## config.mk

```make
export PLATFORM = sky130hd
export DESIGN_NAME = text_run_bbox_merger_core_flat
export DESIGN_NICKNAME = d
export VERILOG_FILES = /design/src/rtl/core/trbm_pkg.sv /design/src/rtl/core/trbm_if.sv /design/src/rtl/core/trbm_cell.sv /design/src/rtl/core/text_run_bbox_merger_core.sv /design/src/flat_wrapper.sv
export SDC_FILE = /design/constraint.sdc
export NUM_CORES = 2
export LEC_CHECK = 0
export BUFFER_PORTS_ARGS = -buffer_cell sky130_fd_sc_hd__buf_2
export CORE_UTILIZATION = 45
export CTS_CLUSTER_SIZE = 24
export DETAILED_ROUTE_END_ITERATION = 6
export HOLD_SLACK_MARGIN = 0.05
export MAX_ROUTING_LAYER = met4
export PLACE_DENSITY = 0.67
export SLEW_MARGIN = 20
export SYNTH_ARGS = -nofsm -noshare
export SYNTH_HDL_FRONTEND = slang
export SYNTH_SLANG_ARGS = --single-unit
```

## constraint.sdc

```tcl
create_clock -name clk -period 8.5 [get_ports clk]
set_clock_uncertainty 0.05 [all_clocks]
set_input_delay 1.7 -clock clk [delete_from_list [all_inputs] [get_ports clk]]
set_output_delay 1.7 -clock clk [all_outputs]
set_load 0.02 [all_outputs]
```

## src/rtl/core/trbm_pkg.sv

```systemverilog
// Shared constants and control types for the text run bounding box merger.
package trbm_pkg;

    // Default geometry of the open box list and of coordinates
    localparam int MAX_OPEN_DEF   = 32;
    localparam int COORD_BITS_DEF = 12;

    // Gap countdown width and its value after reset
    localparam int GAP_BITS = 8;
    localparam logic [GAP_BITS-1:0] GAP_RESET = 8'd2;

    // Width of one open box entry: four coordinates, countdown, hit mark
    localparam int ENTRY_W_DEF = 4 * COORD_BITS_DEF + GAP_BITS + 1;

    // Shift controls broadcast along the cell chain
    typedef struct packed {
        logic shift_dn;   // every cell takes its upper neighbor (pop at cell 0)
        logic shift_up;   // every cell takes its lower neighbor (push at cell 0)
    } chain_ctl_t;

endpackage

```

## src/rtl/core/trbm_if.sv

```systemverilog
// Channel interfaces of the text run bounding box merger: runs in, boxes out, config.

interface trbm_item_if
    import trbm_pkg::*;
#(
    parameter int COORD_BITS = COORD_BITS_DEF
);
    logic                  valid;
    logic                  ready;
    logic                  command;
    logic [COORD_BITS-1:0] run_left;
    logic [COORD_BITS-1:0] run_right;

    modport source (output valid, output command, output run_left, output run_right,
                    input ready);
    modport sink   (input valid, input command, input run_left, input run_right,
                    output ready);
endinterface

interface trbm_result_if
    import trbm_pkg::*;
#(
    parameter int COORD_BITS = COORD_BITS_DEF
);
    logic                  valid;
    logic                  ready;
    logic                  has_box;
    logic [COORD_BITS-1:0] box_left;
    logic [COORD_BITS-1:0] box_right;
    logic [COORD_BITS-1:0] box_top;
    logic [COORD_BITS-1:0] box_bottom;
    logic                  last;
    logic                  dropped;

    modport source (output valid, output has_box, output box_left, output box_right,
                    output box_top, output box_bottom, output last, output dropped,
                    input ready);
    modport sink   (input valid, input has_box, input box_left, input box_right,
                    input box_top, input box_bottom, input last, input dropped,
                    output ready);
endinterface

interface trbm_cfg_if
    import trbm_pkg::*;
();
    logic                valid;
    logic                ready;
    logic [GAP_BITS-1:0] gap_rows;

    modport source (output valid, output gap_rows, input ready);
    modport sink   (input valid, input gap_rows, output ready);
endinterface

```

## src/rtl/core/trbm_cell.sv

```systemverilog
// One cell of the open box chain: holds one entry, shifts to either neighbor or loads.
module trbm_cell
    import trbm_pkg::*;
#(
    parameter int WIDTH = ENTRY_W_DEF
)(
    input  logic             clk,
    input  chain_ctl_t       ctl,
    input  logic             load,
    input  logic [WIDTH-1:0] wr_data,
    input  logic [WIDTH-1:0] up_data,
    input  logic [WIDTH-1:0] dn_data,
    output logic [WIDTH-1:0] q
);

    logic [WIDTH-1:0] data_reg;
    logic [WIDTH-1:0] data_next;

    // Select the next entry: a direct load wins over a shift
    always_comb
    begin
        data_next = data_reg;
        if (load)
        begin
            data_next = wr_data;
        end
        else if (ctl.shift_dn)
        begin
            data_next = up_data;
        end
        else if (ctl.shift_up)
        begin
            data_next = dn_data;
        end
    end

    // Hold the entry
    always_ff @(posedge clk)
    begin
        data_reg <= data_next;
    end

    assign q = data_reg;

endmodule

```

## src/rtl/core/text_run_bbox_merger_core.sv

```systemverilog
// Top level of the text run bounding box merger: cell chain plus sweep control.
//
//   channel  dir   payload                                          transfer when
//   item     in    command, run_left, run_right                     valid & ready
//   result   out   has_box, box_left/right/top/bottom, last, dropped valid & ready
//   cfg      in    gap_rows                                         valid & ready
//
// Open boxes sit in a chain of MAX_OPEN cells, last box of the list in cell 0.
// Every item sweeps the list once through cell 0, one entry per cycle; an end of
// row sweep stalls while a closed box must go out and the result register is
// held by result.ready.
// Reset (rst_n low) empties the list, clears row and drop flag, sets gap_rows 2.
// cfg.ready is always high; item.ready is high only between items.
module text_run_bbox_merger_core
    import trbm_pkg::*;
#(
    parameter int MAX_OPEN   = MAX_OPEN_DEF,
    parameter int COORD_BITS = COORD_BITS_DEF
)(
    input  logic          clk,
    input  logic          rst_n,
    trbm_item_if.sink     item,
    trbm_result_if.source result,
    trbm_cfg_if.sink      cfg
);

    localparam int IDX_W   = $clog2(MAX_OPEN);
    localparam int CNT_W   = $clog2(MAX_OPEN + 1);
    localparam int ENTRY_W = 4 * COORD_BITS + GAP_BITS + 1;

    localparam logic [CNT_W-1:0] CNT_FULL = CNT_W'(MAX_OPEN);
    localparam logic [CNT_W-1:0] CNT_ONE  = CNT_W'(1);

    localparam logic [0:0] ST_IDLE  = 1'b0;
    localparam logic [0:0] ST_SWEEP = 1'b1;

    typedef struct packed {
        logic [COORD_BITS-1:0] left;
        logic [COORD_BITS-1:0] right;
        logic [COORD_BITS-1:0] top;
        logic [COORD_BITS-1:0] bottom;
        logic [GAP_BITS-1:0]   countdown;
        logic                  hit;
    } entry_t;

    typedef struct packed {
        logic [COORD_BITS-1:0] left;
        logic [COORD_BITS-1:0] right;
        logic [COORD_BITS-1:0] top;
        logic [COORD_BITS-1:0] bottom;
    } box_t;

    // Control state
    logic [0:0]          state_reg;
    logic                row_end_reg;
    logic [CNT_W-1:0]    rem_reg;
    logic [CNT_W-1:0]    count_reg;
    logic [COORD_BITS-1:0] row_reg;
    logic                drop_reg;
    logic [GAP_BITS-1:0] gap_reg;
    logic                res_valid_reg;
    logic                pend_valid_reg;

    // Payload state
    logic [COORD_BITS-1:0] run_l_reg;
    logic [COORD_BITS-1:0] run_r_reg;
    logic [COORD_BITS-1:0] acc_l_reg;
    logic [COORD_BITS-1:0] acc_r_reg;
    logic [COORD_BITS-1:0] acc_t_reg;
    logic                  any_reg;
    box_t                  pend_reg;
    logic                  res_has_reg;
    box_t                  res_box_reg;
    logic                  res_last_reg;
    logic                  res_drop_reg;

    // Chain signals
    logic [ENTRY_W-1:0]  cell_q [MAX_OPEN];
    logic [MAX_OPEN-1:0] cell_load;
    chain_ctl_t          ctl;
    entry_t              head;
    entry_t              head_upd;
    entry_t              new_box;
    logic                wr_en;
    logic [CNT_W-1:0]    wr_cnt;
    logic [IDX_W-1:0]    wr_idx;

    // Step decode
    logic                  accept;
    logic                  sweeping;
    logic                  finishing;
    logic                  run_ovl;
    logic [GAP_BITS-1:0]   cd_new;
    logic                  closes;
    logic                  survive;
    logic                  push_ok;
    logic                  stall;
    logic                  step;
    logic                  ins;
    logic                  mid_push;
    logic                  fin_push;
    logic                  res_load;

    // Build the chain: cell 0 pops toward the head logic, inserts enter at cell 0
    for (genvar i = 0; i < MAX_OPEN; i++)
    begin : g_cell
        logic [ENTRY_W-1:0] up_d;
        logic [ENTRY_W-1:0] dn_d;

        if (i == MAX_OPEN - 1)
        begin : g_top
            assign up_d = cell_q[i];
        end
        else
        begin : g_mid
            assign up_d = cell_q[i+1];
        end

        if (i == 0)
        begin : g_first
            assign dn_d = new_box;
        end
        else
        begin : g_rest
            assign dn_d = cell_q[i-1];
        end

        assign cell_load[i] = wr_en && (wr_idx == IDX_W'(i));

        trbm_cell #(
            .WIDTH (ENTRY_W)
        ) u_cell (
            .clk     (clk),
            .ctl     (ctl),
            .load    (cell_load[i]),
            .wr_data (head_upd),
            .up_data (up_d),
            .dn_data (dn_d),
            .q       (cell_q[i])
        );
    end

    // Evaluate the entry leaving cell 0
    always_comb
    begin
        head     = entry_t'(cell_q[0]);
        run_ovl  = !((head.left > run_r_reg) || (head.right < run_l_reg));
        cd_new   = head.hit ? gap_reg : (head.countdown - GAP_BITS'(1));
        closes   = (cd_new == '0);
        head_upd = head;
        if (row_end_reg)
        begin
            head_upd.countdown = cd_new;
            head_upd.hit       = 1'b0;
        end
        survive  = row_end_reg ? !closes : !run_ovl;
    end

    // Sequence one sweep step per cycle unless stalled; write survivors back at the list tail
    assign accept    = item.valid && item.ready;
    assign push_ok   = !res_valid_reg || result.ready;
    assign sweeping  = (state_reg == ST_SWEEP) && (rem_reg != '0);
    assign finishing = (state_reg == ST_SWEEP) && (rem_reg == '0);
    assign stall     = row_end_reg && closes && pend_valid_reg && !push_ok;
    assign step      = sweeping && !stall;
    assign wr_en     = step && survive;
    assign wr_cnt    = count_reg - CNT_ONE;
    assign wr_idx    = wr_cnt[IDX_W-1:0];
    assign ins       = finishing && !row_end_reg && (any_reg || (count_reg != CNT_FULL));
    assign mid_push  = step && row_end_reg && closes && pend_valid_reg;
    assign fin_push  = finishing && row_end_reg && push_ok;
    assign res_load  = mid_push || fin_push;

    assign ctl.shift_dn = step;
    assign ctl.shift_up = ins;

    assign new_box = '{left: acc_l_reg, right: acc_r_reg, top: acc_t_reg,
                       bottom: row_reg, countdown: gap_reg, hit: 1'b1};

    // Advance control state
    always_ff @(posedge clk or negedge rst_n)
    begin
        if (!rst_n)
        begin
            state_reg      <= ST_IDLE;
            row_end_reg    <= 1'b0;
            rem_reg        <= '0;
            count_reg      <= '0;
            row_reg        <= '0;
            drop_reg       <= 1'b0;
            gap_reg        <= GAP_RESET;
            res_valid_reg  <= 1'b0;
            pend_valid_reg <= 1'b0;
        end
        else
        begin
            if (cfg.valid)
            begin
                gap_reg <= cfg.gap_rows;
            end

            if (res_load)
            begin
                res_valid_reg <= 1'b1;
            end
            else if (result.ready)
            begin
                res_valid_reg <= 1'b0;
            end

            unique case (state_reg)
                ST_IDLE:
                begin
                    if (accept)
                    begin
                        row_end_reg <= item.command;
                        rem_reg     <= count_reg;
                        state_reg   <= ST_SWEEP;
                    end
                end
                ST_SWEEP:
                begin
                    if (step)
                    begin
                        rem_reg <= rem_reg - CNT_ONE;
                        if (!survive)
                        begin
                            count_reg <= count_reg - CNT_ONE;
                        end
                        if (row_end_reg && closes)
                        begin
                            pend_valid_reg <= 1'b1;
                        end
                    end
                    if (finishing && !row_end_reg)
                    begin
                        if (ins)
                        begin
                            count_reg <= count_reg + CNT_ONE;
                        end
                        else
                        begin
                            drop_reg <= 1'b1;
                        end
                        state_reg <= ST_IDLE;
                    end
                    if (fin_push)
                    begin
                        pend_valid_reg <= 1'b0;
                        drop_reg       <= 1'b0;
                        row_reg        <= row_reg + COORD_BITS'(1);
                        state_reg      <= ST_IDLE;
                    end
                end
                default:
                begin
                    state_reg <= ST_IDLE;
                end
            endcase
        end
    end

    // Hold run, merge accumulators, pending box and result payload
    always_ff @(posedge clk)
    begin
        if (accept)
        begin
            run_l_reg <= item.run_left;
            run_r_reg <= item.run_right;
            acc_l_reg <= item.run_left;
            acc_r_reg <= item.run_right;
            acc_t_reg <= row_reg;
            any_reg   <= 1'b0;
        end
        else if (step && !row_end_reg && run_ovl)
        begin
            any_reg <= 1'b1;
            if (head.left < acc_l_reg)
            begin
                acc_l_reg <= head.left;
            end
            if (head.right > acc_r_reg)
            begin
                acc_r_reg <= head.right;
            end
            if (head.top < acc_t_reg)
            begin
                acc_t_reg <= head.top;
            end
        end

        if (step && row_end_reg && closes)
        begin
            pend_reg <= '{left: head.left, right: head.right,
                          top: head.top, bottom: head.bottom};
        end

        if (mid_push)
        begin
            res_has_reg  <= 1'b1;
            res_box_reg  <= pend_reg;
            res_last_reg <= 1'b0;
            res_drop_reg <= drop_reg;
        end
        else if (fin_push)
        begin
            res_has_reg  <= pend_valid_reg;
            res_box_reg  <= pend_valid_reg ? pend_reg : '0;
            res_last_reg <= 1'b1;
            res_drop_reg <= drop_reg;
        end
    end

    // Drive the channels
    assign item.ready        = (state_reg == ST_IDLE);
    assign cfg.ready         = 1'b1;
    assign result.valid      = res_valid_reg;
    assign result.has_box    = res_has_reg;
    assign result.box_left   = res_box_reg.left;
    assign result.box_right  = res_box_reg.right;
    assign result.box_top    = res_box_reg.top;
    assign result.box_bottom = res_box_reg.bottom;
    assign result.last       = res_last_reg;
    assign result.dropped    = res_drop_reg;

    // The list never holds more than MAX_OPEN boxes
    a_count_max: assert property (@(posedge clk) disable iff (!rst_n)
        count_reg <= CNT_FULL)
        else $error("open box count above capacity");

    // An insert always finds a free cell
    a_ins_room: assert property (@(posedge clk) disable iff (!rst_n)
        ctl.shift_up |-> (count_reg != CNT_FULL))
        else $error("insert into a full chain");

    // No closed box stays pending between items
    a_pend_idle: assert property (@(posedge clk) disable iff (!rst_n)
        (state_reg == ST_IDLE) |-> !pend_valid_reg)
        else $error("pending box left after end of row");

    // Results come only from an end of row sweep
    a_push_src: assert property (@(posedge clk) disable iff (!rst_n)
        $rose(res_valid_reg) |-> $past((state_reg == ST_SWEEP) && row_end_reg))
        else $error("result produced outside an end of row");

endmodule
```

## src/flat_wrapper.sv

```systemverilog
// flat-port wrapper written by rule: the top's interface ports become plain ports
module text_run_bbox_merger_core_flat import trbm_pkg::*;
#(
    parameter int MAX_OPEN   = MAX_OPEN_DEF,
    parameter int COORD_BITS = COORD_BITS_DEF
)
  (clk, rst_n, item_valid, item_command, item_run_left, item_run_right, item_ready, result_valid, result_has_box, result_box_left, result_box_right, result_box_top, result_box_bottom, result_last, result_dropped, result_ready, cfg_valid, cfg_gap_rows, cfg_ready);
  trbm_item_if #(.COORD_BITS(COORD_BITS)) item_i ();
  trbm_result_if #(.COORD_BITS(COORD_BITS)) result_i ();
  trbm_cfg_if cfg_i ();
  input  logic clk;
  input  logic rst_n;
  input wire logic [$bits(item_i.valid)-1:0] item_valid;
  input wire logic [$bits(item_i.command)-1:0] item_command;
  input wire logic [$bits(item_i.run_left)-1:0] item_run_left;
  input wire logic [$bits(item_i.run_right)-1:0] item_run_right;
  output wire logic [$bits(item_i.ready)-1:0] item_ready;
  output wire logic [$bits(result_i.valid)-1:0] result_valid;
  output wire logic [$bits(result_i.has_box)-1:0] result_has_box;
  output wire logic [$bits(result_i.box_left)-1:0] result_box_left;
  output wire logic [$bits(result_i.box_right)-1:0] result_box_right;
  output wire logic [$bits(result_i.box_top)-1:0] result_box_top;
  output wire logic [$bits(result_i.box_bottom)-1:0] result_box_bottom;
  output wire logic [$bits(result_i.last)-1:0] result_last;
  output wire logic [$bits(result_i.dropped)-1:0] result_dropped;
  input wire logic [$bits(result_i.ready)-1:0] result_ready;
  input wire logic [$bits(cfg_i.valid)-1:0] cfg_valid;
  input wire logic [$bits(cfg_i.gap_rows)-1:0] cfg_gap_rows;
  output wire logic [$bits(cfg_i.ready)-1:0] cfg_ready;
  assign item_i.valid = item_valid;
  assign item_i.command = item_command;
  assign item_i.run_left = item_run_left;
  assign item_i.run_right = item_run_right;
  assign item_ready = item_i.ready;
  assign result_valid = result_i.valid;
  assign result_has_box = result_i.has_box;
  assign result_box_left = result_i.box_left;
  assign result_box_right = result_i.box_right;
  assign result_box_top = result_i.box_top;
  assign result_box_bottom = result_i.box_bottom;
  assign result_last = result_i.last;
  assign result_dropped = result_i.dropped;
  assign result_i.ready = result_ready;
  assign cfg_i.valid = cfg_valid;
  assign cfg_i.gap_rows = cfg_gap_rows;
  assign cfg_ready = cfg_i.ready;
  text_run_bbox_merger_core #(.MAX_OPEN(MAX_OPEN), .COORD_BITS(COORD_BITS)) u_core (.clk(clk), .rst_n(rst_n), .item(item_i), .result(result_i), .cfg(cfg_i));
endmodule
```

==> flow_summary.json <==
{
  "antenna_found_initial": 8,
  "start_util_pct": 45.27,
  "antenna_left": 0,
  "cts_resized": 0,
  "numCtsBuffers": 208,
  "worst_skew_pair.late_latency_ns": 0.89,
  "crit_chain": "or3_1, or3_1, a31oi_1, or4_4, o21a_4, buf_12, buf_4, buf_4, mux2_2, mux2_2",
  "syn-cell-area_um2": 106600,
  "cp_max_fo": 75,
  "clock.fmax_ghz": 0.1720,
  "dieWidth_um": 488.6,
  "largest_reg_flops": 1824,
  "critPathBufInv": 3,
  "final_common_cell": "mux2_2",
  "relSlewSlack_pct": 23.47,
  "dp_cells": 9639,
  "syn_inst": 6835,
  "yosysWarnings": 0,
  "slowest_stage": "buf_4",
  "cts.reportedPaths.clkPinSlew_ns": 0.07,
  "dpl_cell_area_um2": 109100,
  "async_reset_ff_share_pct": 1.831,
  "htree_num_levels": 4,
  "ys_ff_latch": 2021,
  "cts_tree": "yes",
  "ys_seq_area_share_pct": 56.75,
  "hold_viol_final": 0,
  "critPathRequiredTime_ns": 9.08,
  "setup_viol_count_final": 0,
  "power.density_nw_per_um2": 378.7,
  "slew_viol_final": 0,
  "drive_gt1_share_pct": 39.43,
  "critPathMaxStageDelay_ns": 0.91,
  "io_pins": 92,
  "postCtsHoldBufs": 0,
  "gp_congestion": 0.8304,
  "first_iter_violations": 5323,
  "critPathArrivalTime_ns": 6.39,
  "synth-edff-count": 1981,
  "leakage_nw": 46.37,
  "critPathKind": "reg2reg",
  "finalCriticalPeriod_ns": 5.813,
  "fin_util_pct": 49.18,
  "rsz0062_at_grt": "no",
  "drv_cap": 0,
  "die_y_um": 488.6,
  "ir_worst_vdd_mv": 0.2549,
  "grt_pass1_vias": 57990,
  "overflow": 0,
  "status": "complete, no violations",
  "synth-main-ff-cell": "edfxtp_1",
  "drt-total-wl_mm": 276.8,
  "via_per_inst": 5.838,
  "busiest_layer": "met2",
  "stdcell_area_um2": 115800,
  "portBuffers": 90,
  "use_met2_pct": 37.03,
  "gr-usage-met3_pct": 3.101,
  "grt_max_degree": 190,
  "grt_usage_pct": 23.45,
  "cp-end-kind": "flip-flop",
  "rows": 178,
  "first_pass_iters": 7,
  "layoutNonFillerInstCount": 10040,
  "fin_crit_sh_pct": 68.39,
  "final_nets": 6815,
  "cp-start-kind": "flip-flop",
  "core_um2": 235400,
  "cts_sinks": 2021,
  "drc": 0,
  "worstMarginPinSlew_ns": 1.148,
  "cts_setup_buffers": 0,
  "die_area_um2": 238800,
  "ctsLongestPathBuffers": 3,
  "syn_to_final_growth_pct": 8.636,
  "final_cell_mix": "mux2_2, edfxtp_1, mux2i_1",
  "critPathTopFamily": "buffers and inverters",
  "hpwl_mm": 160.9,
  "post_drt_wl_per_cell_um": 27.58,
  "met1_usage_pct": 31.84,
  "holdCritPathClass": "reg2reg",
  "fin_setup_tns_ns": 0,
  "cts-root-buf": "clkbuf_16",
  "yosysUniqueCellTypes": 64,
  "syn_area_per_cell_um2": 15.59,
  "dr_total_vias": 58580,
  "syn-num-nets": 6940,
  "grt_first_pass_wirelength_mm": 404.3
}
## worst paths after layout
path                                         startpoint                        endpoint  cells past startpoint  slack, ns
hold reg to reg                          u_core.any_reg                  u_core.any_reg                      1       0.41
hold / removal                           u_core.any_reg                  u_core.any_reg                      1       0.41
setup reg to reg           u_core.g_cell[0].u_cell.q[3]  u_core.g_cell[18].u_cell.q[55]                     10       2.69
max in group asynchronous                         rst_n           u_core.pend_valid_reg                      2       6.99
min in group asynchronous                         rst_n               u_core.gap_reg[0]                      2       0.84
setup / recovery           u_core.g_cell[0].u_cell.q[3]  u_core.g_cell[18].u_cell.q[55]                     10       2.69
## area by class of cell
| type | count | area [um2] |
|---|---|---|
| Fill cell | 19850 | 119600 |
| Inverter | 80 | 300.3 |
| Clock inverter | 107 | 848.3 |
| Timing Repair Buffer | 265 | 2042 |
| Multi-Input combinational cell | 4134 | 42530 |
| Antenna cell | 4 | 10.01 |
| Tap cell | 3150 | 3941 |
| Clock buffer | 274 | 5617 |
| Sequential cell | 2021 | 60480 |
## worst reg2reg max path, delay by kind of cell (launching register included)
kind	cells	cell delay, ns
compound gates	2	1.02
mux	2	0.71
simple gates	3	1.13
buf+inv	3	2.09
flops	1	0.55
## metal layers
metal	routed length, um	up-vias
met1	124900	30550
met2	130600	1669
li1	-	26040
met3	15000	320
met5	0	-
met4	6222	0
## power by group
part	internal, W	switching, W	total (W)	leakage [nW]
Combinational	0.00744	0.00676	0.0142	22.1
Clock	0.00487	0.00397	0.00884	3.18
Sequential	0.0177	0.00313	0.0208	21.0
Total	0.0300	0.0139	0.0438	46.4
## synthesized netlist by cell type (3+ instances only)
| master | n | area share (%) |
|---|---|---|
| o21ai_1 | 3 | 0.014 |
| nand2b_1 | 9 | 0.053 |
| buf_1 | 8 | 0.028 |
| o31ai_1 | 5 | 0.035 |
| dfrtp_1 | 36 | 0.85 |
| nand4_1 | 40 | 0.23 |
| o21ai_0 | 52 | 0.24 |
| mux2_2 | 2097 | 22 |
| a21o_1 | 10 | 0.070 |
| edfxtp_1 | 1981 | 56 |
| nor3_1 | 13 | 0.061 |
| a21oi_1 | 22 | 0.10 |
| and3_1 | 9 | 0.053 |
| inv_1 | 78 | 0.27 |
| a221o_1 | 3 | 0.028 |
| xor2_1 | 8 | 0.066 |
| dfxtp_1 | 3 | 0.056 |
| o21a_1 | 4 | 0.028 |
| a31oi_1 | 6 | 0.035 |
| a211oi_1 | 4 | 0.028 |
| mux2_1 | 677 | 7.2 |
| or3_1 | 5 | 0.029 |
| nor2_1 | 34 | 0.12 |
| buf_4 | 51 | 0.36 |
| buf_2 | 190 | 0.89 |
| o221ai_1 | 5 | 0.041 |
| xnor2_1 | 14 | 0.12 |
| mux2i_1 | 685 | 6.4 |
| nand3_1 | 14 | 0.066 |
| and2_1 | 50 | 0.29 |
| clkbuf_1 | 219 | 0.77 |
| nor3b_1 | 4 | 0.028 |
| ha_1 | 67 | 0.79 |
| nand2_1 | 248 | 0.87 |
| o211ai_1 | 3 | 0.021 |
| nor2b_1 | 4 | 0.023 |
| a211oi_2 | 3 | 0.035 |
| buf_6 | 132 | 1.4 |
| o22a_1 | 4 | 0.033 |
## per-stage QoR
stage	hold slack, ns	worst slack, ns	total power, W
final	0.4137	2.687	0.04384
after global routing	0.4231	2.475	0.04589
after CTS	0.4163	2.787	0.04368
after detailed placement	0.4016	2.577	0.03482
after global placement	0.3915	2.608	0.03395
after floorplan	0.3757	1.107	0.03032
## logic make-up (layout without fill, tap and decap cells)
| group | Yosys count | after routing | synth area share, % |
|---|---|---|---|
| flops | 2021 | 2021 | 56.75 |
| other cells | 1 | 5 | 0.003519 |
| mux | 3459 | 3459 | 35.75 |
| compound gates | 142 | 142 | 0.8595 |
| buf+inv | 680 | 726 | 3.728 |
| fa+ha+maj | 67 | 67 | 0.7867 |
| simple gates | 443 | 443 | 1.941 |
| xor+xnor | 22 | 22 | 0.1808 |
Power figures use the tool's default switching activity.
